**config.mk**
```make
export PLATFORM = sky130hd
export DESIGN_NAME = pcpfl_ram
export DESIGN_NICKNAME = d
export VERILOG_FILES = /design/src/rtl/core/pcpfl_ram.sv
export SDC_FILE = /design/constraint.sdc
export NUM_CORES = 1
export LEC_CHECK = 0
export BUFFER_PORTS_ARGS = -buffer_cell sky130_fd_sc_hd__buf_2
export CELL_PAD_IN_SITES_DETAIL_PLACEMENT = 1
export CELL_PAD_IN_SITES_GLOBAL_PLACEMENT = 1
export CORE_UTILIZATION = 56
export DETAILED_ROUTE_END_ITERATION = 10
export PLACE_DENSITY = 0.85
export SYNTH_ARGS = -nofsm -noshare
export SYNTH_HDL_FRONTEND = slang
export SYNTH_SLANG_ARGS = --single-unit
```
**constraint.sdc**
```tcl
create_clock -name clk -period 3.3 [get_ports clk]
set_clock_uncertainty 0.1 [all_clocks]
set_input_delay 0.33 -clock clk [delete_from_list [all_inputs] [get_ports clk]]
set_output_delay 0.33 -clock clk [all_outputs]
set_load 0.02 [all_outputs]
```
**src/rtl/core/pcpfl_ram.sv**
```systemverilog
// ----------------------------------------------------------------------------
// pcpfl_ram
// Generic single-write, single-read RAM with registered read data.
// ----------------------------------------------------------------------------
module pcpfl_ram #(
    parameter int WIDTH = 16,
    parameter int DEPTH = 8
) (
    input  logic                                  clk,
    input  logic                                  we,
    input  logic [(DEPTH > 1 ? $clog2(DEPTH) : 1)-1:0] waddr,
    input  logic [WIDTH-1:0]                      wdata,
    input  logic [(DEPTH > 1 ? $clog2(DEPTH) : 1)-1:0] raddr,
    output logic [WIDTH-1:0]                      rdata
);

    logic [WIDTH-1:0] mem_reg [DEPTH];

    always_ff @(posedge clk)
    begin
        if (we)
        begin
            mem_reg[waddr] <= wdata;
        end
        rdata <= mem_reg[raddr];
    end

endmodule

```
==> impl_metrics.env <==
export IMPL_clock_power_share_pct=47.1
export IMPL_wl_met3_um=414
export IMPL_cp_max_fo=32
export IMPL_setup_tns_final_ps=0
export IMPL_relSlewSlack_pct=37.4
export IMPL_ir_drop_mv=0.443
export IMPL_wl_per_cell_um=24.0
export IMPL_ys_seq_area_share_pct=78.7
export IMPL_die_area_um2=9850
export IMPL_worstSkewPairLatency_ps=520
export IMPL_hold_violations=0
export IMPL_numPortBuffers=39
export IMPL_dp_worst_setup_slack_ps=1070
export IMPL_dp_hpwl_mm=5.07
export IMPL_outcome="completed"
export IMPL_rsz0062_at_grt="false"
export IMPL_drive_above_1_share_pct=33.1
export IMPL_cp_required_ps=3600
export IMPL_ys_types=12
export IMPL_period_needed_ps=1720
export IMPL_fp_row_count=35
export IMPL_critPathKind="input port to flip-flop"
export IMPL_grt_max_degree=33
export IMPL_cts_root_buf="clkbuf_8"
export IMPL_power_leakage_nw=2.27
export IMPL_final_common_cell="edfxtp_1"
export IMPL_drv_slew=0
export IMPL_numCtsBuffers=17
export IMPL_place_gp_congestion=0.613
export IMPL_end_kind="flip-flop"
export IMPL_largest_reg_flops=128
export IMPL_first_pass_iters=4
export IMPL_power_density_nw_per_um2=678
export IMPL_area_growth_pct=21.4
export IMPL_mostFrequentLayoutCells="edfxtp_1, buf_2, mux4_1"
export IMPL_die_w_um=99.2
export IMPL_arrival_ps=2020
export IMPL_die_y_um=99.2
export IMPL_diodes=0
export IMPL_maxCapViolations=0
export IMPL_drc_errors=0
export IMPL_pwr_share_seq_pct=47.7
export IMPL_syn_avg_cell_area_um2=24.7
export IMPL_clock_sinks=144
export IMPL_yosysWarnings=0
export IMPL_highest_layer="met4"
export IMPL_core_area_um2=9200
export IMPL_antenna_left=0
export IMPL_grt_pass1_wl_mm=14.7
export IMPL_final_setup_worst_slack_ps=1580
export IMPL_p_int_mw=3.49
export IMPL_clock_path_buffers=2
export IMPL_nets=310
export IMPL_fmax_ghz=0.583
export IMPL_cts_setup_buffers=0
export IMPL_power_switching_mw=0.864
export IMPL_hold_class="input port to flip-flop"
export IMPL_power_mw=4.35
export IMPL_seq_area_um2=4160
export IMPL_wl_met1_mm=4.08
export IMPL_p_sw_share_pct=19.9
export IMPL_setup_worst_path_start_class="input port"
export IMPL_grt_usage_pct=22.1
export IMPL_worstMarginPinSlew_ps=938
export IMPL_ys_seq_elements=144
export IMPL_grt_pass1_vias=2546
export IMPL_wl_mm=9.84
export IMPL_multi_input_area_um2=1070
export IMPL_wl_met2_mm=5.14
export IMPL_avgViaCountPerCell=5.85
export IMPL_ios=40
export IMPL_syn_nets=238
export IMPL_antenna_found_initial=0
export IMPL_syn_instance_count=214
export IMPL_comb_power_share_pct=5.2
export IMPL_start_util_pct=57.6
export IMPL_syn_area_um2=5290
export IMPL_grt_overflow=0
export IMPL_cts_tree="yes"
export IMPL_final_setup_viol_count=0
export IMPL_htree_levels=4
export IMPL_fillerInstances=707
export IMPL_path_clk_slew_ps=60
export IMPL_num_vias=2400
export IMPL_period_share_pct=52.0
export IMPL_drt_iter0_drc=149
## final cells by class
| cell class | instances | share of cell area (%) |
|---|---|---|
| clock buffer | 19 | 6.72 |
| clock inverter | 13 | 3.27 |
| multi-input combinational | 61 | 16.7 |
| sequential | 144 | 64.8 |
| tap | 111 | 2.16 |
| timing repair buffer | 62 | 6.31 |
## layer usage
| metal | track usage (%) | up-vias |
|---|---|---|
| met3 | 6.47 | 17 |
| met1 | 26.4 | 1247 |
| met4 | 9.95 | 0 |
| met2 | 37.4 | 71 |
| li1 | - | 1065 |
| met5 | 0 | - |
## cells in the mapped netlist, drive strengths merged
cell type,instances,area [µm²]
buf,8,60.1
clkbuf,1,5.00
dfxtp,16,320
edfxtp,128,3840
mux2,16,180
mux4,32,826
nand2,2,7.51
nand2b,3,18.8
nor2,6,22.5
nor3,2,10.0
## power by group through the flow
stage	combinational, mW	clock (mW)	sequential [mW]
6_report	0.225	2.05	2.08
5_1_grt	0.241	2.14	2.08
4_1_cts	0.228	2.08	2.08
3_5_place_dp	0.210	0	2.12
3_3_place_gp	0.201	0	2.11
2_1_floorplan	0.104	0	2.14
## per-stage QoR
step	util, %	cell area, µm²	hold WS (ps)	instances
floorplan	-	5290	329	214
global placement	61.3	5630	489	363
detailed placement	61.3	5630	494	363
CTS	69.9	6420	10.5	410
global route	69.9	6420	30.2	410
finish	69.9	6420	25.2	410
## path summary, 6_finish.rpt
| path | start | to | slack, ps | cells past startpoint |
|---|---|---|---|---|
| worst max-delay path | raddr[0] | rdata[2]$_DFF_P_ | 1580 | 3 |
| worst min-delay path | wdata[6] | mem_reg[0][6]$_DFFE_PP_ | 30 | 1 |
| worst max register to register | mem_reg[3][6]$_DFFE_PP_ | rdata[6]$_DFF_P_ | 1870 | 2 |
| worst min register to register | mem_reg[7][12]$_DFFE_PP_ | rdata[12]$_DFF_P_ | 570 | 2 |
## worst max-delay path, stage by stage
cell and delay, ps:
buf_2 710, mux4_1 680, mux2_2 290
## timing repair
item / in CTS / in global routing
hold endpoints to repair: 120 / 0
hold buffers: 15 / 0
gates resized for setup: 0 / 0
## logic make-up (layout without fill, tap and decap cells)
family	Yosys count	count (layout)	share of synthesized area [%]
multiplexers	48	48	19.0
AND/OR/NAND/NOR	13	13	1.11
buffers and inverters	9	94	1.23
flip-flops	144	144	78.7
No activity file was read; power rests on OpenSTA's default activity.
